`src/tvbb_pkg.sv`:
```
`timescale 1ns / 1ps
// ----------------------------------------------------------------------------
// tvbb_pkg
// Shared types and constants of the transformed vertex bounding box block.
// ----------------------------------------------------------------------------
package tvbb_pkg;

  // Number of spatial axes.
  localparam int AXES = 3;

  // Coordinate and coefficient formats.
  localparam int COORD_W        = 32;
  localparam int COEF_W         = 16;
  localparam int ROW_W          = AXES * COEF_W;
  localparam int PROD_W         = COEF_W + COORD_W;
  localparam int ACC_W          = PROD_W + 2;
  localparam int COEF_FRAC_BITS = 12;
  localparam int SHR_W          = ACC_W - COEF_FRAC_BITS;
  localparam int SUM_W          = SHR_W + 1;

  // Configuration port geometry.
  localparam int PADDR_W = 6;
  localparam int PDATA_W = 64;
  localparam int IDX_LSB = 3;
  localparam int IDX_W   = PADDR_W - IDX_LSB;

  // Register map, by index.
  typedef enum logic [IDX_W-1:0] {
    REG_ROW_X,
    REG_ROW_Y,
    REG_ROW_Z,
    REG_TR_X,
    REG_TR_Y,
    REG_TR_Z
  } reg_idx_t;

  // Reset values: identity matrix in Q4.12, zero translation.
  localparam logic [ROW_W-1:0] ROW_X_RESET = 48'h0000_0000_1000;
  localparam logic [ROW_W-1:0] ROW_Y_RESET = 48'h0000_1000_0000;
  localparam logic [ROW_W-1:0] ROW_Z_RESET = 48'h1000_0000_0000;

  // Bounds of a saturated coordinate; also the empty box.
  localparam logic [COORD_W-1:0] COORD_MAX = 32'h7fff_ffff;
  localparam logic [COORD_W-1:0] COORD_MIN = 32'h8000_0000;

  typedef logic [ROW_W-1:0]   row_t;
  typedef logic [COORD_W-1:0] coord_t;
  typedef coord_t [AXES-1:0]  coord_vec_t;

  // Transform configuration as seen by the datapath.
  typedef struct packed {
    row_t   [AXES-1:0] row;
    coord_t [AXES-1:0] trans;
  } xform_cfg_t;

  // Control that travels with a vertex beat down the pipeline.
  typedef struct packed {
    logic valid;
    logic last;
  } beat_ctl_t;

endpackage

```
`src/tvbb_cfg_regs.sv`:
```
`timescale 1ns / 1ps
// ----------------------------------------------------------------------------
// tvbb_cfg_regs
// APB-style register file holding the affine transform configuration.
// ----------------------------------------------------------------------------
module tvbb_cfg_regs
  import tvbb_pkg::*;
(
  input  logic               clk,
  input  logic               rst,
  input  logic               psel,
  input  logic               penable,
  input  logic               pwrite,
  input  logic [PADDR_W-1:0] paddr,
  input  logic [PDATA_W-1:0] pwdata,
  output logic [PDATA_W-1:0] prdata,
  output logic               pready,
  output xform_cfg_t         cfg
);

  reg_idx_t idx;
  logic     wr_en;

  // The register index comes from the 8-byte aligned address.
  assign idx    = reg_idx_t'(paddr[PADDR_W-1:IDX_LSB]);
  assign wr_en  = psel && penable && pwrite;
  assign pready = 1'b1;

  // Register writes; unmapped indexes are ignored.
  always_ff @(posedge clk) begin
    if (rst) begin
      cfg.row[0] <= ROW_X_RESET;
      cfg.row[1] <= ROW_Y_RESET;
      cfg.row[2] <= ROW_Z_RESET;
      cfg.trans  <= '0;
    end else if (wr_en) begin
      case (idx)
        REG_ROW_X: cfg.row[0]   <= pwdata[ROW_W-1:0];
        REG_ROW_Y: cfg.row[1]   <= pwdata[ROW_W-1:0];
        REG_ROW_Z: cfg.row[2]   <= pwdata[ROW_W-1:0];
        REG_TR_X:  cfg.trans[0] <= pwdata[COORD_W-1:0];
        REG_TR_Y:  cfg.trans[1] <= pwdata[COORD_W-1:0];
        REG_TR_Z:  cfg.trans[2] <= pwdata[COORD_W-1:0];
        default: ;
      endcase
    end
  end

  // Read mux; unmapped indexes read as zero.
  always_comb begin
    case (idx)
      REG_ROW_X: prdata = {{(PDATA_W-ROW_W){1'b0}}, cfg.row[0]};
      REG_ROW_Y: prdata = {{(PDATA_W-ROW_W){1'b0}}, cfg.row[1]};
      REG_ROW_Z: prdata = {{(PDATA_W-ROW_W){1'b0}}, cfg.row[2]};
      REG_TR_X:  prdata = {{(PDATA_W-COORD_W){1'b0}}, cfg.trans[0]};
      REG_TR_Y:  prdata = {{(PDATA_W-COORD_W){1'b0}}, cfg.trans[1]};
      REG_TR_Z:  prdata = {{(PDATA_W-COORD_W){1'b0}}, cfg.trans[2]};
      default:   prdata = '0;
    endcase
  end

endmodule

```
`config.mk`:
```
export PLATFORM = sky130hd
export DESIGN_NAME = tvbb_cfg_regs
export DESIGN_NICKNAME = d
export VERILOG_FILES = /design/src/tvbb_pkg.sv /design/src/tvbb_cfg_regs.sv
export SDC_FILE = /design/constraint.sdc
export NUM_CORES = 1
export LEC_CHECK = 0
export BUFFER_PORTS_ARGS = -buffer_cell sky130_fd_sc_hd__buf_2
export CAP_MARGIN = 20
export CORE_ASPECT_RATIO = 1.2
export CORE_MARGIN = 4
export CORE_UTILIZATION = 45
export DETAILED_ROUTE_END_ITERATION = 8
export PLACE_DENSITY = 0.72
export SLEW_MARGIN = 0
export SYNTH_ARGS = -nofsm -noshare
export SYNTH_HDL_FRONTEND = slang
export SYNTH_SLANG_ARGS = --single-unit
```
`constraint.sdc`:
```
create_clock -name clk -period 1.5 [get_ports clk]
set_input_delay 0.075 -clock clk [delete_from_list [all_inputs] [get_ports clk]]
set_output_delay 0.075 -clock clk [all_outputs]
set_load 0.05 [all_outputs]
```
Word-level counts from Yosys, hierarchy flattened
Cells that the tools add are included.
{"block": "word_totals", "output_inout_bits": 305, "wordCells": 21, "regBits": 240, "inputBits": 75}
{"block": "op_classes", "eq_ne": 5, "n_reduce_logical": 9, "n_mux": 1}
{"cell": "$pmux 48 s6", "n": 1}
{"cell": "$reduce_and 2->1", "n": 6}
{"cell": "$eq 3x2->1 const B", "n": 2}
{"cell": "$eq 3x3->1 const B", "n": 2}
{"cell": "$eq 3x1->1 const B", "n": 1}
{"cell": "$logic_not 3->1", "n": 1}
{"cell": "$logic_and 1x1->1", "n": 2}

Longest topological paths before layout
{"block": "logic_depth", "word_depth": 3, "mapped_depth": 7, "mapped_depth_nobuf": 3}

Worst setup path before layout
OpenSTA, ideal clock, no wires.
{"block": "synth_timing", "kind": "register to output", "from": "register cfg[64] in the netlist's numbering", "to": "output port prdata[0]", "required_time_ns": 1.425, "stages_incl_launch_ff": 4, "n_path_buf": 0, "slack_ns": -0.616, "arrival_time_ns": 2.041, "cell_sequence": "dfxtp_1 mux2_2 a22oi_1 o21ai_0"}
{"block": "synth_via", "elab_chain_cells": 1}
{"element": "start, declared", "line_no": "tvbb_cfg_regs.sv:18", "rtl": "output xform_cfg_t cfg"}
{"element": "$pmux 48 s6", "line_no": "tvbb_cfg_regs.sv:51", "rtl": "case (idx)"}
{"element": "end, declared", "line_no": "tvbb_cfg_regs.sv:16", "rtl": "output logic [PDATA_W-1:0] prdata,"}
No other way between the ends.

Worst setup path after layout
{"block": "layout_timing", "from": "register cfg[22] in the netlist's numbering", "to": "output port prdata[22]"}
The elaborated chain is that of the path after synthesis.

==> flow_results.xml <==
<?xml version="1.0" encoding="UTF-8"?>
<metrics>
  <group name="clocking">
    <metric name="clock-root-buffer" unit="">clkbuf_16</metric>
    <metric name="ctsHtreeMaxLevel" unit="">1</metric>
    <metric name="clk_pin_slew" unit="ps">60</metric>
    <metric name="clock_path_buffers" unit="">3</metric>
    <metric name="cts-buffers-inserted" unit="">25</metric>
    <metric name="numClockSinks" unit="">240</metric>
    <metric name="cts_tree" unit="">done</metric>
    <metric name="clk-insertion-delay-late" unit="ps">520</metric>
  </group>
  <group name="drt">
    <metric name="initial_drt_pass_iterations" unit="">5</metric>
    <metric name="detailroute.via_count" unit="">11016</metric>
    <metric name="detail_route.wl_per_cell" unit="um">21.9</metric>
    <metric name="drt_iter0_drc" unit="">623</metric>
    <metric name="postRouteAntennaNets" unit="">0</metric>
    <metric name="avgViaCountPerCell" unit="">5.61</metric>
    <metric name="wl" unit="um">43000</metric>
    <metric name="drt_drc_violations_left" unit="">0</metric>
  </group>
  <group name="die">
    <metric name="die_h" unit="um">184</metric>
    <metric name="io-pin-count" unit="">380</metric>
    <metric name="row_count" unit="">64</metric>
    <metric name="core_outline_area" unit="um^2">25500</metric>
    <metric name="die-area" unit="um^2">28400</metric>
    <metric name="start_util" unit="%">45.5</metric>
    <metric name="die_w" unit="um">155</metric>
  </group>
  <group name="finish">
    <metric name="multi_input_comb_area" unit="um^2">7060</metric>
    <metric name="top_register" unit="">cfg</metric>
    <metric name="area.growth.synth_to_final" unit="%">47.8</metric>
    <metric name="drive_gt1_share" unit="%">50.7</metric>
    <metric name="mostFrequentLayoutCell" unit="">buf_2</metric>
    <metric name="reg_top3" unit="">cfg: 240 flops</metric>
    <metric name="layout.cells.most_common_list" unit="">buf_2 (292), nand2b_1 (238), mux2i_1 (204)</metric>
    <metric name="fin_nets" unit="">1692</metric>
    <metric name="antenna-diode-count" unit="">0</metric>
    <metric name="n_fill_cell" unit="">1900</metric>
    <metric name="flip_flop_count_of_the_largest_register_all_copies_and_words_added" unit="">240</metric>
    <metric name="layout.area.seq" unit="um^2">4950</metric>
    <metric name="post_route_utilization" unit="%">67.3</metric>
    <metric name="post_layout_nonfiller_instances" unit="">1964</metric>
  </group>
  <group name="power">
    <metric name="intPower" unit="mW">10.7</metric>
    <metric name="p_clk_share" unit="%">42.6</metric>
    <metric name="ir_drop" unit="mV">0.620</metric>
    <metric name="leakage_power" unit="nW">8.25</metric>
    <metric name="swShare" unit="%">26.2</metric>
    <metric name="power.share.sequential" unit="%">44.7</metric>
    <metric name="power.combinational.fraction" unit="%">12.6</metric>
    <metric name="power-per-cell-area" unit="nW/um^2">843</metric>
    <metric name="power_switching" unit="mW">3.78</metric>
  </group>
  <group name="yosys">
    <metric name="synth_sequential_area_ratio" unit="%">41.4</metric>
    <metric name="synth_top_flop_cell" unit="">dfxtp_1</metric>
    <metric name="postSynth.asyncResetShare" unit="%">0</metric>
    <metric name="synth_cells" unit="">1169</metric>
    <metric name="ys.warnings.count" unit="">0</metric>
    <metric name="post_synth_num_cell_types" unit="">36</metric>
    <metric name="synth-seq-cells" unit="">240</metric>
    <metric name="synth_edf_count" unit="">0</metric>
    <metric name="netlist_area" unit="um^2">11600</metric>
    <metric name="synth_area_per_cell" unit="um^2">9.92</metric>
  </group>
  <group name="global_route">
    <metric name="grt_start_max_net_pins" unit="">65</metric>
    <metric name="global_route.overflow_total" unit="">0</metric>
    <metric name="initial_antenna_violation_count" unit="">1</metric>
    <metric name="grt_pass1_vias" unit="">11402</metric>
    <metric name="grt_pass1_wl" unit="um">65100</metric>
    <metric name="gr-usage-all-layers" unit="%">28.6</metric>
  </group>
  <group name="sta">
    <metric name="maxClockFrequency" unit="MHz">562</metric>
    <metric name="setup-violations-final" unit="">34</metric>
    <metric name="hold_viol_final" unit="">0</metric>
    <metric name="final-max-slew-violation-count" unit="">0</metric>
    <metric name="timing.final.ws_setup" unit="ps">-279</metric>
    <metric name="finalWorstPathRequiredPeriod" unit="ps">1780</metric>
    <metric name="timing.clock.skew" unit="ps">0</metric>
    <metric name="grt_setup_unrepaired" unit="">true</metric>
    <metric name="final.period_utilization" unit="%">119</metric>
  </group>
  <group name="critical_path">
    <metric name="critical_path.startpoint_type" unit="">register</metric>
    <metric name="endpoint_required_time_on_the_critical_path" unit="ps">1420</metric>
    <metric name="reg2reg_depth" unit="">4</metric>
    <metric name="ff2ff_setup_slack" unit="ps">240</metric>
    <metric name="rr_endpoint" unit="">cfg[216]$_SDFFE_PP0P_</metric>
    <metric name="endpoint_kind" unit="">output port</metric>
    <metric name="classification_of_the_worst_setup_path" unit="">register to output port</metric>
    <metric name="cp_max_fo" unit="">2</metric>
    <metric name="worst_r2r_startpoint" unit="">cfg[216]$_SDFFE_PP0P_</metric>
    <metric name="cp.arrival" unit="ps">1700</metric>
    <metric name="endpoint" unit="">prdata[22]</metric>
    <metric name="critPathLaunch" unit="">cfg[22]$_SDFFE_PP0P_</metric>
  </group>
  <group name="status">
    <metric name="failed_checks" unit="">setup timing</metric>
    <metric name="run_status" unit="">complete, but fails checks</metric>
  </group>
  <group name="placement">
    <metric name="detailedPlacementHpwl" unit="um">28500</metric>
    <metric name="numPortBuffers" unit="">343</metric>
    <metric name="place_congestion" unit="">0.831</metric>
    <metric name="placed_cells_incl_taps" unit="">1816</metric>
  </group>
  <group name="run">
    <metric name="drv.max_cap_violation_count" unit="">0</metric>
  </group>
  <group name="worst_hold_path">
    <metric name="min-delay-path-class" unit="">input port to register</metric>
  </group>
</metrics>
==> cells by family after synthesis <==
logic type | after synthesis | share of synthesized area [%]
muxes | 272 | 24.4
and+or+nand+nor | 327 | 17.0
AOI/OAI and AO/OA | 204 | 11.0
other | 2 | 0.0648
buffers and inverters | 124 | 6.11
DFF | 240 | 41.4
==> how the worst min path moves through the flow <==
stage / end / startpoint / cells past startpoint / slack [ps]
after floorplan: cfg[192]$_SDFFE_PP0P_ / pwdata[0] / 2 / 220
after global placement: cfg[236]$_SDFFE_PP1P_ / pwdata[44] / 2 / 330
after detailed placement: cfg[236]$_SDFFE_PP1P_ / pwdata[44] / 2 / 340
after CTS: cfg[88]$_SDFFE_PP0P_ / rst / 3 / 50
after global routing: cfg[167]$_SDFFE_PP0P_ / rst / 3 / 70
final: cfg[88]$_SDFFE_PP0P_ / rst / 3 / 60
==> what timing repair did <==
item / in CTS / in global routing
endpoints found under the setup margin: 48 / 48
buffers inserted: 38 / 14
endpoints found under the hold margin: 240 / 0
resized for setup: 252 / 72
pin swaps: 20 / 15
hold buffers: 52 / 0
==> synth_stat cells, types with 16 or more instances <==
master,number,area [um^2]
o21ai_0,64,320
buf_2,23,115
nand2b_1,239,1500
a2bb2oi_1,16,140
a32oi_1,17,149
clkbuf_1,53,199
nand3_1,47,235
buf_4,38,285
mux2i_1,208,2080
a22oi_1,35,263
nor2_1,22,82.6
a21oi_1,55,275
mux2_2,62,698
dfxtp_1,240,4800
==> power by group through the flow <==
| stage | Combinational, mW | Sequential (mW) | Clock [mW] |
|---|---|---|---|
| 2_1_floorplan | 0.859 | 6.76 | 0 |
| 3_3_place_gp | 1.53 | 6.60 | 0 |
| 3_5_place_dp | 1.55 | 6.60 | 0 |
| 4_1_cts | 1.77 | 6.46 | 6.23 |
| 5_1_grt | 1.90 | 6.46 | 6.50 |
| 6_report | 1.82 | 6.46 | 6.16 |
==> final cells by class <==
cell class / instances / share of cell area, %
sequential: 240 / 28.9
inverter: 1 / 0.0219
tap: 330 / 2.41
clock inverter: 5 / 0.190
clock buffer: 39 / 4.54
timing repair buffer: 529 / 22.8
multi-input combinational: 820 / 41.2
==> stage by stage <==
stage	hold slack (ps)	instance area (um^2)	setup TNS, ps	power, mW	worst slack [ps]
2_1_floorplan	223	11900	0	7.62	13.8
3_5_place_dp	339	14300	-337	8.15	-73.9
6_report	62.6	17100	-3970	14.4	-279
4_1_cts	47.0	16800	-4310	14.5	-247
5_1_grt	71.8	17100	-5730	14.9	-309
3_3_place_gp	331	14300	-156	8.14	-30.3
==> critical path, stage by stage, from the launching register on <==
cell,delay (ps)
dfxtp_2,320
mux4_2,470
a22o_1,230
buf_6,160
==> layer usage <==
layer | vias to the layer above | track usage (%) | part of all wire, %
met2 | 551 | 50.0 | 50
li1 | 4983 | - | -
met1 | 5323 | 33.9 | 38
met3 | 157 | 5.09 | 7.3
met4 | 2 | 13.8 | 4.9
met5 | - | 0 | 0.030
Power figures use the tool's default switching activity.
