$ cat src/tvbb_pkg.sv
`timescale 1ns / 1ps
// ----------------------------------------------------------------------------
// tvbb_pkg
// Shared types and constants of the transformed vertex bounding box block.
// ----------------------------------------------------------------------------
package tvbb_pkg;

  // Number of spatial axes.
  localparam int AXES = 3;

  // Coordinate and coefficient formats.
  localparam int COORD_W        = 32;
  localparam int COEF_W         = 16;
  localparam int ROW_W          = AXES * COEF_W;
  localparam int PROD_W         = COEF_W + COORD_W;
  localparam int ACC_W          = PROD_W + 2;
  localparam int COEF_FRAC_BITS = 12;
  localparam int SHR_W          = ACC_W - COEF_FRAC_BITS;
  localparam int SUM_W          = SHR_W + 1;

  // Configuration port geometry.
  localparam int PADDR_W = 6;
  localparam int PDATA_W = 64;
  localparam int IDX_LSB = 3;
  localparam int IDX_W   = PADDR_W - IDX_LSB;

  // Register map, by index.
  typedef enum logic [IDX_W-1:0] {
    REG_ROW_X,
    REG_ROW_Y,
    REG_ROW_Z,
    REG_TR_X,
    REG_TR_Y,
    REG_TR_Z
  } reg_idx_t;

  // Reset values: identity matrix in Q4.12, zero translation.
  localparam logic [ROW_W-1:0] ROW_X_RESET = 48'h0000_0000_1000;
  localparam logic [ROW_W-1:0] ROW_Y_RESET = 48'h0000_1000_0000;
  localparam logic [ROW_W-1:0] ROW_Z_RESET = 48'h1000_0000_0000;

  // Bounds of a saturated coordinate; also the empty box.
  localparam logic [COORD_W-1:0] COORD_MAX = 32'h7fff_ffff;
  localparam logic [COORD_W-1:0] COORD_MIN = 32'h8000_0000;

  typedef logic [ROW_W-1:0]   row_t;
  typedef logic [COORD_W-1:0] coord_t;
  typedef coord_t [AXES-1:0]  coord_vec_t;

  // Transform configuration as seen by the datapath.
  typedef struct packed {
    row_t   [AXES-1:0] row;
    coord_t [AXES-1:0] trans;
  } xform_cfg_t;

  // Control that travels with a vertex beat down the pipeline.
  typedef struct packed {
    logic valid;
    logic last;
  } beat_ctl_t;

endpackage

$ cat src/tvbb_box.sv
`timescale 1ns / 1ps
// ----------------------------------------------------------------------------
// tvbb_box
// Running per-axis min and max, and the box result register with its size
// and center.
// ----------------------------------------------------------------------------
module tvbb_box
  import tvbb_pkg::*;
(
  input  logic       clk,
  input  logic       rst,
  input  beat_ctl_t  xf_ctl,
  input  coord_vec_t xf_coord,
  input  logic       box_stall,
  output logic       adv,
  output logic       box_valid,
  output coord_vec_t box_min,
  output coord_vec_t box_max,
  output coord_vec_t box_size,
  output coord_vec_t box_center
);

  coord_vec_t         run_min;
  coord_vec_t         run_max;
  coord_vec_t         fold_min;
  coord_vec_t         fold_max;
  logic               emit;
  logic [COORD_W:0]   csum [AXES];

  // The pipe holds only when a new box is due while the last one still waits.
  assign adv  = !(xf_ctl.valid && xf_ctl.last && box_valid && box_stall);
  assign emit = adv && xf_ctl.valid && xf_ctl.last;

  // Fold the incoming coordinate into the running box.
  always_comb begin
    for (int a = 0; a < AXES; a++) begin
      fold_min[a] = ($signed(xf_coord[a]) < $signed(run_min[a])) ? xf_coord[a] : run_min[a];
      fold_max[a] = ($signed(xf_coord[a]) > $signed(run_max[a])) ? xf_coord[a] : run_max[a];
    end
  end

  // Running box and result valid; an emitted box clears to empty.
  always_ff @(posedge clk) begin
    if (rst) begin
      run_min   <= {AXES{COORD_MAX}};
      run_max   <= {AXES{COORD_MIN}};
      box_valid <= 1'b0;
    end else begin
      if (adv && xf_ctl.valid) begin
        if (xf_ctl.last) begin
          run_min <= {AXES{COORD_MAX}};
          run_max <= {AXES{COORD_MIN}};
        end else begin
          run_min <= fold_min;
          run_max <= fold_max;
        end
      end
      if (emit) begin
        box_valid <= 1'b1;
      end else if (!box_stall) begin
        box_valid <= 1'b0;
      end
    end
  end

  // Result payload.
  always_ff @(posedge clk) begin
    if (emit) begin
      box_min <= fold_min;
      box_max <= fold_max;
    end
  end

  // Size and floor-halved center from the held result.
  always_comb begin
    for (int a = 0; a < AXES; a++) begin
      box_size[a]   = box_max[a] - box_min[a];
      csum[a]       = {box_max[a][COORD_W-1], box_max[a]} + {box_min[a][COORD_W-1], box_min[a]};
      box_center[a] = csum[a][COORD_W:1];
    end
  end

  // A delivered box always contains its last vertex, so min never exceeds max.
  a_box_ordered: assert property (@(posedge clk) disable iff (rst)
    box_valid |-> ($signed(box_min[0]) <= $signed(box_max[0]))
               && ($signed(box_min[1]) <= $signed(box_max[1]))
               && ($signed(box_min[2]) <= $signed(box_max[2])))
    else $error("box result has min above max");

  // Emitting a box presents it and leaves the running box empty.
  a_emit_clears: assert property (@(posedge clk) disable iff (rst)
    emit |=> box_valid && (run_min == {AXES{COORD_MAX}}) && (run_max == {AXES{COORD_MIN}}))
    else $error("emit did not present the box or clear the running box");

  // A vertex that is not last never holds the pipe.
  a_plain_flows: assert property (@(posedge clk) disable iff (rst)
    (xf_ctl.valid && !xf_ctl.last) |-> adv)
    else $error("pipe held for a vertex that is not last");

  // While the pipe holds, the running box does not move.
  a_hold_keeps_box: assert property (@(posedge clk) disable iff (rst)
    !adv |=> $stable(run_min) && $stable(run_max))
    else $error("running box changed while the pipe was held");

endmodule

$ cat config.mk
export PLATFORM = sky130hd
export DESIGN_NAME = tvbb_box
export DESIGN_NICKNAME = d
export VERILOG_FILES = /design/src/tvbb_pkg.sv /design/src/tvbb_box.sv
export SDC_FILE = /design/constraint.sdc
export NUM_CORES = 1
export LEC_CHECK = 0
export ABC_AREA = 1
export BUFFER_PORTS_ARGS = -buffer_cell sky130_fd_sc_hd__buf_4
export CORE_AREA = 2 2 332 334
export CTS_BUF_LIST = sky130_fd_sc_hd__clkbuf_2
export DETAILED_ROUTE_END_ITERATION = 12
export DIE_AREA = 0 0 334 336
export PLACE_DENSITY = 0.55
export SLEW_MARGIN = 20
export SYNTH_ARGS = -nofsm -noshare
export SYNTH_HDL_FRONTEND = slang
export SYNTH_SLANG_ARGS = --single-unit
$ cat constraint.sdc
create_clock -name clk -period 13.6 [get_ports clk]
set_input_delay 2.04 -clock clk [delete_from_list [all_inputs] [get_ports clk]]
set_output_delay 2.04 -clock clk [all_outputs]
set_load 0.03 [all_outputs]
Word-level counts from Yosys, hierarchy flattened

Index checks and enable logic that the tools add are counted.

Register bits after elaboration: 385
Latch bits: 0
Bits in writable memories: 0
ROM bits: 0
Bits of input ports: 101
Output and inout bits: 386
Word-level logic and storage cells: 42
Memories kept: 0

$add $sub $neg: 6
Multiply operators: 0
Div/mod/pow operators: 0
$lt $le $gt $ge: 6
Equal/unequal tests: 1
Shift-type cells: 0
Multiplexer cells: 10
Bitwise gates (word level): 0
Reduce and logical (&&, ||, !) cells: 6

Operator list:

| cell                 | number |
|---|---|
| $mux W32             | 6 |
| $mux W96             | 2 |
| $add A32 B32 Y33     | 3 |
| $gt A32 B32 Y1       | 3 |
| $lt A32 B32 Y1       | 3 |
| $sub A32 B32 Y32     | 3 |
| $logic_and A1 B1 Y1  | 5 |
| $mux W1              | 2 |
| $ne A2 B1 Y1 const B | 1 |
| $logic_not A1 Y1     | 1 |

Logic depth before layout (Yosys ltp)

Gate-level depths: netlist (run 1).

Word-level depth: 7
Depth in mapped cells: 20
Depth with buffers taken out: 20

Least setup slack after synthesis (run 1)

OpenSTA, ideal clock, no wires.

Path kind: input port to flip-flop
Start: input port box_stall
End: register box_max[0] (netlist name) (enable)
Setup time: 0.751 ns
Arrival time: 10.197 ns
Data required time: 12.849 ns
Slack: 2.651 ns
Cell stages on the path: 3
Cells stage by stage: nand2_1 > inv_1 > nor2_1

Word-level cells in the longest chain between the ends: 4

RTL lines:

| element                          | RTL line       | RTL |
|---|---|---|
| start: declaration               | tvbb_box.sv:14 | `input logic box_stall,` |
| $logic_and A1 B1 Y1              | tvbb_box.sv:31 | `assign adv = !(xf_ctl.valid && xf_ctl.last && box_valid && box_stall);` |
| $logic_not A1 Y1                 | tvbb_box.sv:31 |  |
| $logic_and A1 B1 Y1 (2 in a row) | tvbb_box.sv:32 | `assign emit = adv && xf_ctl.valid && xf_ctl.last;` |
| net emit                         | tvbb_box.sv:27 | `logic emit;` |
| end signal: assignment           | tvbb_box.sv:70 | `box_max <= fold_max;` |
| end: declaration                 | tvbb_box.sv:18 | `output coord_vec_t box_max,` |

The timed path passes the listed nets, and every way through them passes these cells.
A chain may end at the register's enable or synchronous reset.

==> summary.txt, run 1 <==
Run status
  – Outcome: completed

Drt
  – Via count: 32290
  – Final ANT Viol Nets: 0
  – First-pass detailed-route iteration total: 5
  – Initial drt markers: 2162
  – WL per Instance: 19.12 um
  – Vias/cell: 4.883
  – DR DRC count: 0
  – WL final: 126500 um

Yosys
  – Largest cells by area after synthesis: edfxtp_1 (18%), ha_1 (15%), nand2_1 (14%)
  – Syn. warnings: 0
  – Seq/Total Area, Yosys: 29.68%
  – Most frequent cell after synthesis: nand2_1
  – Seq cells post-synth: 385
  – Post-synth top area share: 17.77%
  – Netlist Area Pre-Place: 32440 um2
  – Leading area contributor after synthesis: edfxtp_1
  – Avg Inst Size Synth: 6.958 um2
  – Share of async-settable or async-resettable flops after synthesis: 0%
  – Netlist cell types: 48
  – Post-synth EDFFs: 192
  – Synthesized instance count: 4663
  – Post-Syn Nets: 5148
  – Commonest cells post-synth: nand2_1 (1215), inv_1 (711), a21oi_1 (458)
  – Primary FF master, synth: dfxtp_1

Worst setup path
  – Reg2Reg Setup Slack: 9960 ps
  – CP arrival: 4280 ps
  – Crit Path Max Fanout: 7
  – Crit path from: box_max[67]$_DFFE_PP_
  – Worst Reg-to-Reg Cells: 12
  – CP endpoint kind: output port
  – WS Path Type: reg2out
  – Worst R2R Start: run_max[55]$_SDFFE_PP0P_
  – Critical R2R Capture: box_max[49]$_DFFE_PP_
  – WP data required: 11560 ps
  – Startpoint types: flop

GRT
  – GRT Resource Usage Total: 21.73%
  – Largest net degree at the start of global routing: 74
  – Initial antenna violation count: 11
  – GRT overflow: 0
  – Global-route wire length before repair: 188700 um
  – Number of global-route vias before repair: 31060

Clock network
  – Skew-Pair Late Insertion Delay: 1250 ps
  – Post CTS Setup Buffer Count: 0
  – CTS Buf Count: 111
  – Post-CTS Hold Buffers: 0
  – CTS tree: done
  – Clock H-tree levels: 3
  – CTS Root Cell: clkbuf_2
  – Clock Sinks: 385
  – Clock buffer depth: 3
  – Post_cts resized: 0
  – Clock-pin slew on the worst setup and hold paths: 110 ps

STA
  – Final hold slack: 468.3 ps
  – Crit share post-route: 46.46%
  – Slew HR: 27.31%
  – RSZ-0062 raised after global routing: no
  – Least-Margin Pin Slew: 1090 ps
  – Achievable clock frequency: 0.1582 GHz
  – Finish-stage setup viols: 0
  – Worst Clk Skew: 130.6 ps
  – Setup TNS: 0 ps
  – Max Slew Vio Count: 0
  – Hold Vio Cnt, Final: 0
  – Period minus WS final: 6319 ps

Layout
  – P&R area growth vs syn: 17.97%
  – Filler cells: 11680
  – Fin util: 35.31%
  – Final net count: 5580
  – Share of layout cells above drive strength 1: 13.77%

Place
  – Dpl hpwl: 98470 um
  – I/O Buffers: 486
  – GP Congestion: 0.9538

Min path
  – Hold_sp: run_max[81]$_SDFFE_PP0P_
  – Min-delay worst type: reg2reg
  – WHS Path Cells: 2
  – Hold EP: run_max[81]$_SDFFE_PP0P_

Power
  – Overall Power: 4.918 mW
  – PwrDens: 128.5 nW/um2
  – Leakage: 19.23 nW
  – IR drop worst, VDD: 0.08316 mV

Floorplan
  – Die X: 334 um
  – Die area: 112200 um2
  – Core ar.: 108400 um2
  – Site Rows: 121
  – Top-level I/O count: 487
  – Initial Utilization: 29.93%
  – Die H: 336 um

Job
  – Max-Cap Viols: 0
[sequential cells by signal, summed over array words and instances (netlist names)]
name / count
run_max: 96
box_valid: 1
box_max: 96
run_min: 96
box_min: 96
[cells by family (layout without fill, tap and decap cells)]
logic type               after synthesis  count (layout)  synth area share (%)
AO/OA/AOI/OAI                        759             759                 12.92
other                                  0               6                     0
buffers and inverters                901            1432                 10.86
adder cells (fa/ha/maj)              384             384                 14.95
XOR/XNOR                             160             160                 4.319
AND/OR/NAND/NOR                     2074            2074                 27.28
flip-flops                           385             385                 29.68
[routing by layer]
metal  GRT usage (%)  vias to the layer above  wire length (um)
met1           28.07                    14940             55700
met3           4.020                      195              7984
li1                -                    16160                 -
met5               0                        -                36
met4           7.370                        6              3693
met2           36.34                     1001             59070
[power breakdown]
part | switching [mW] | internal [mW] | leakage, nW
Sequential | 0.104 | 1.35 | 3.39
Clock | 0.564 | 0.355 | 0.806
Combinational | 1.73 | 0.807 | 15.0
Total | 2.40 | 2.52 | 19.2
[critical path: stages, from the launching register on]
cell,delay [ps]
edfxtp_1,510
ha_1,470
inv_1,130
nand3_1,80
nand2_1,180
nand3_1,100
nand2_1,200
a31oi_1,170
o21ai_0,550
nand3_1,150
nand2_1,130
xor2_1,180
buf_4,190
[through the flow]
step | setup slack (ps) | std cells | instance area (um2)
2_1_floorplan | 2651 | 4663 | 32440
3_3_place_gp | 8128 | 6396 | 37200
3_5_place_dp | 8165 | 6396 | 37200
4_1_cts | 7120 | 6608 | 38260
5_1_grt | 6962 | 6612 | 38270
6_report | 7281 | 6614 | 38280
[cell usage in the layout, fill, tap and decap left out, drive strengths merged]
| master | count |
|---|---|
| o21bai | 23 |
| clkinvlp | 2 |
| edfxtp | 192 |
| buf | 505 |
| nand3 | 330 |
| o21a | 19 |
| a31oi | 18 |
| o221ai | 3 |
| nand4 | 101 |
| clkbuf | 167 |
| o21ai | 153 |
| a221oi | 12 |
| clkinv | 41 |
| o2111ai | 7 |
| a211oi | 2 |
| nand3b | 3 |
| nor3 | 35 |
| nor2 | 270 |
| xor2 | 137 |
| and2 | 97 |
| a21oi | 461 |
| and3 | 1 |
| ha | 378 |
| o31ai | 5 |
| dfxtp | 193 |
| o211ai | 15 |
| fa | 6 |
| diode | 6 |
| a21o | 27 |
| xnor2 | 23 |
| a21boi | 14 |
| nor4 | 14 |
| inv | 716 |
| nand2 | 1221 |
| nor3b | 2 |
| bufinv | 1 |
[worst max path at each step]
stage                               endpoint  slack [ps]  cells after the start
finish                        box_center[95]        7280                     12
global route                  box_center[83]        6960                     12
CTS                           box_center[95]        7120                     12
detailed placement  run_max[95]$_SDFFE_PP1P_        8160                     18
global placement       box_max[56]$_DFFE_PP_        8130                     12
floorplan               box_max[0]$_DFFE_PP_        2650                      3
[cell type report]
| cell class | instances | area (um2) | area share (%) |
|---|---|---|---|
| tap | 1414 | 1769 | 4.622 |
| clock buffer | 167 | 835.8 | 2.184 |
| antenna | 6 | 15.01 | 0.03923 |
| inverter | 715 | 2688 | 7.022 |
| sequential | 385 | 9629 | 25.16 |
| clock inverter | 45 | 222.7 | 0.5819 |
| multi-input combinational | 3377 | 19320 | 50.48 |
| timing repair buffer | 505 | 3795 | 9.915 |
No activity file was read; power rests on OpenSTA's default activity.
==> run 2, diff against run 1 <==
Clock period 13.6 ns to 5.88 ns, I/O delays scaled along.
==> run 2 against run 1 <==
- final area up 2.7%
- register-to-register slack worse by 7800 ps
- combinational power up 130%
- non-clock buffer count up 99
- routed wire length up 0.63%
- cell count up 1.4%
- critical path depth down 4
- core utilization up 0.95 points
- sequential power up 130%
- setup slack worse by 6500 ps
- via count up 2.5%
- clock power up 130%
- largest power group unchanged
==> summary.txt, run 2 (synthesis results as in run 1) <==
Run status
  – Outcome: completed

Clock network
  – Clock H-tree levels: 3 (unchanged)
  – CTS Root Cell: clkbuf_2
  – CTS tree: done
  – Post_cts resized: 0 (unchanged)
  – CTS Buf Count: 109 (-1.8%)
  – Clock buffer depth: 3 (unchanged)
  – Clock Sinks: 385 (unchanged)
  – Skew-Pair Late Insertion Delay: 1260 ps (about the same)
  – Clock-pin slew on the worst setup and hold paths: 100 ps (about the same)

Worst setup path
  – Critical R2R Capture: run_max[95]$_SDFFE_PP1P_
  – Worst Reg-to-Reg Cells: 12 (unchanged)
  – Crit Path Max Fanout: 7 (unchanged)
  – Startpoint types: flop
  – WS Path Type: reg2out
  – Crit path from: box_max[36]$_DFFE_PP_
  – Worst R2R Start: run_max[95]$_SDFFE_PP1P_
  – Reg2Reg Setup Slack: 2170 ps (-7790 ps)
  – CP arrival: 4260 ps (-20 ps)
  – CP endpoint kind: output port
  – WP data required: 5000 ps (-6560 ps)

Place
  – Pre-CTS setup slack: 1576 ps (-6588 ps)
  – I/O Buffers: 486 (unchanged)
  – Placement Cell Area: 37230 um2 (about the same)
  – Dpl hpwl: 97710 um (-0.77%)
  – Cells after DPL: 6393 (-0.047%)
  – GP Congestion: 0.9571 (+0.35%)

Drt
  – Final ANT Viol Nets: 0 (unchanged)
  – Via count: 33110 (+2.5%)
  – First-pass detailed-route iteration total: 6 (+1)
  – DR DRC count: 0 (unchanged)
  – Initial drt markers: 2397 (+11%)
  – WL per Instance: 18.98 um (-0.76%)
  – Vias/cell: 4.936 (+1.1%)
  – WL final: 127300 um (+0.63%)

Min path
  – Min-delay worst type: in2reg
  – Hold EP: box_min[34]$_DFFE_PP_
  – Hold_sp: xf_ctl[1]
  – WHS Path Cells: 4 (+2)

Floorplan
  – Initial Utilization: 29.93% (unchanged)
  – Core ar.: 108400 um2 (unchanged)
  – Die area: 112200 um2 (unchanged)
  – Top-level I/O count: 487 (unchanged)
  – Site Rows: 121 (unchanged)
  – Die H: 336 um (unchanged)
  – Die X: 334 um (unchanged)

Layout
  – Fin cells: 6707 (+1.4%)
  – Final Cell Area: 39300 um2 (+2.7%)
  – Most frequent cells in the layout: nand2_1 (1211), inv_1 (711), buf_4 (497), a21oi_1 (458), ha_1 (378)
  – Share of layout cells above drive strength 1: 13.49% (-0.27 points)
  – P&R area growth vs syn: 21.13%
  – Final net count: 5677 (+1.7%)
  – Commonest non-fill, non-tap cell in the layout: nand2_1
  – Fin util: 36.26% (+0.95 points)
  – Filler cells: 11700 (+0.21%)

STA
  – Crit share post-route: 87.41%
  – Slew HR: 32.09% (+4.8 points)
  – Max Slew Vio Count: 0 (unchanged)
  – Final setup margin: 740.2 ps (-6541 ps)
  – Least-Margin Pin Slew: 1019 ps (-71.74 ps)
  – Final hold slack: 412.2 ps (-56.11 ps)
  – Worst Clk Skew: 93.70 ps (-36.92 ps)
  – Period minus WS final: 5140 ps
  – RSZ-0062 raised after global routing: no
  – Hold Vio Cnt, Final: 0 (unchanged)
  – Setup TNS: 0 ps (unchanged)
  – Achievable clock frequency: 0.1946 GHz
  – Finish-stage setup viols: 0 (unchanged)

GRT
  – GR peak layer: met2
  – Largest net degree at the start of global routing: 129 (+74%)
  – Initial antenna violation count: 11 (unchanged)
  – Global-route wire length before repair: 190800 um (+1.1%)
  – Number of global-route vias before repair: 31620 (+1.8%)
  – Met3 usage: 3.149% (-0.87 points)
  – GRT overflow: 0 (unchanged)
  – Met2 Use GR: 36.53% (+0.19 points)
  – Met1 Usage GRT: 29.52% (+1.5 points)
  – GRT Resource Usage Total: 21.93% (+0.20 points)

Job
  – Max-Cap Viols: 0 (unchanged)

Power
  – IR drop worst, VDD: 0.1714 mV (+110%)
  – Leakage: 19.64 nW (+2.1%)
  – Overall Power: 11.40 mW (+130%)
  – PwrDens: 290.1 nW/um2 (+130%)
==> run 2: changes by cell type in the layout (fill, tap and decap cells not counted), moves of 2 or more <==
| cell | previous run | this run |
|---|---|---|
| buf_12 | 0 | 4 |
| clkinv_2 | 9 | 7 |
| inv_2 | 3 | 1 |
| dlygate4sd3_1 | 0 | 102 |
| diode_2 | 6 | 9 |
| clkbuf_2 | 167 | 171 |
| buf_4 | 504 | 497 |
| clkinv_1 | 31 | 22 |
==> run 2: power by group <==
part	total, mW	switching [mW]	internal, mW
Combinational	5.92	4.01	1.91
Clock	2.10	1.28	0.820
Sequential	3.37	0.241	3.13
Total	11.4	5.54	5.86
==> run 2: area by class of cell <==
type,instances,area [um2],share of cell area (%)
clock inverter,32,167.7,0.4266
antenna,9,22.52,0.05731
clock buffer,171,855.8,2.178
timing repair buffer,604,4843,12.32
tap,1414,1769,4.502
inverter,715,2689,6.842
sequential,385,9629,24.50
multi-input combinational,3377,19320,49.17
==> run 2: worst max-delay path, stage by stage, from the launching register on <==
cell and delay, ps:
edfxtp_1 470, ha_1 460, a21oi_1 130, a21boi_2 190
o21bai_1 510, a21oi_1 250, o21ai_0 480, xor2_1 290
buf_4 210
==> run 2: metal layers <==
layer / share of wire [%] / wire (um)
met1: 46 / 58040
met2: 46 / 58920
met3: 5.7 / 7255
met4: 2.4 / 2995
met5: 0.053 / 68
==> run 2: worst max path at each step <==
stage | end | slack, ps | depth (start not counted)
CTS | box_size[61] | 550 | 8
global placement | run_max[95]$_SDFFE_PP1P_ | 1590 | 12
finish | box_size[61] | 740 | 8
detailed placement | box_max[95]$_DFFE_PP_ | 1580 | 10
global route | box_size[54] | 380 | 14
floorplan | box_max[0]$_DFFE_PP_ | 1620 | 3
==> run 2: repair_timing <==
action | CTS | global route
hold endpoints to repair | 381 | 0
setup buffers | 0 | 0
hold buffers | 102 | 0
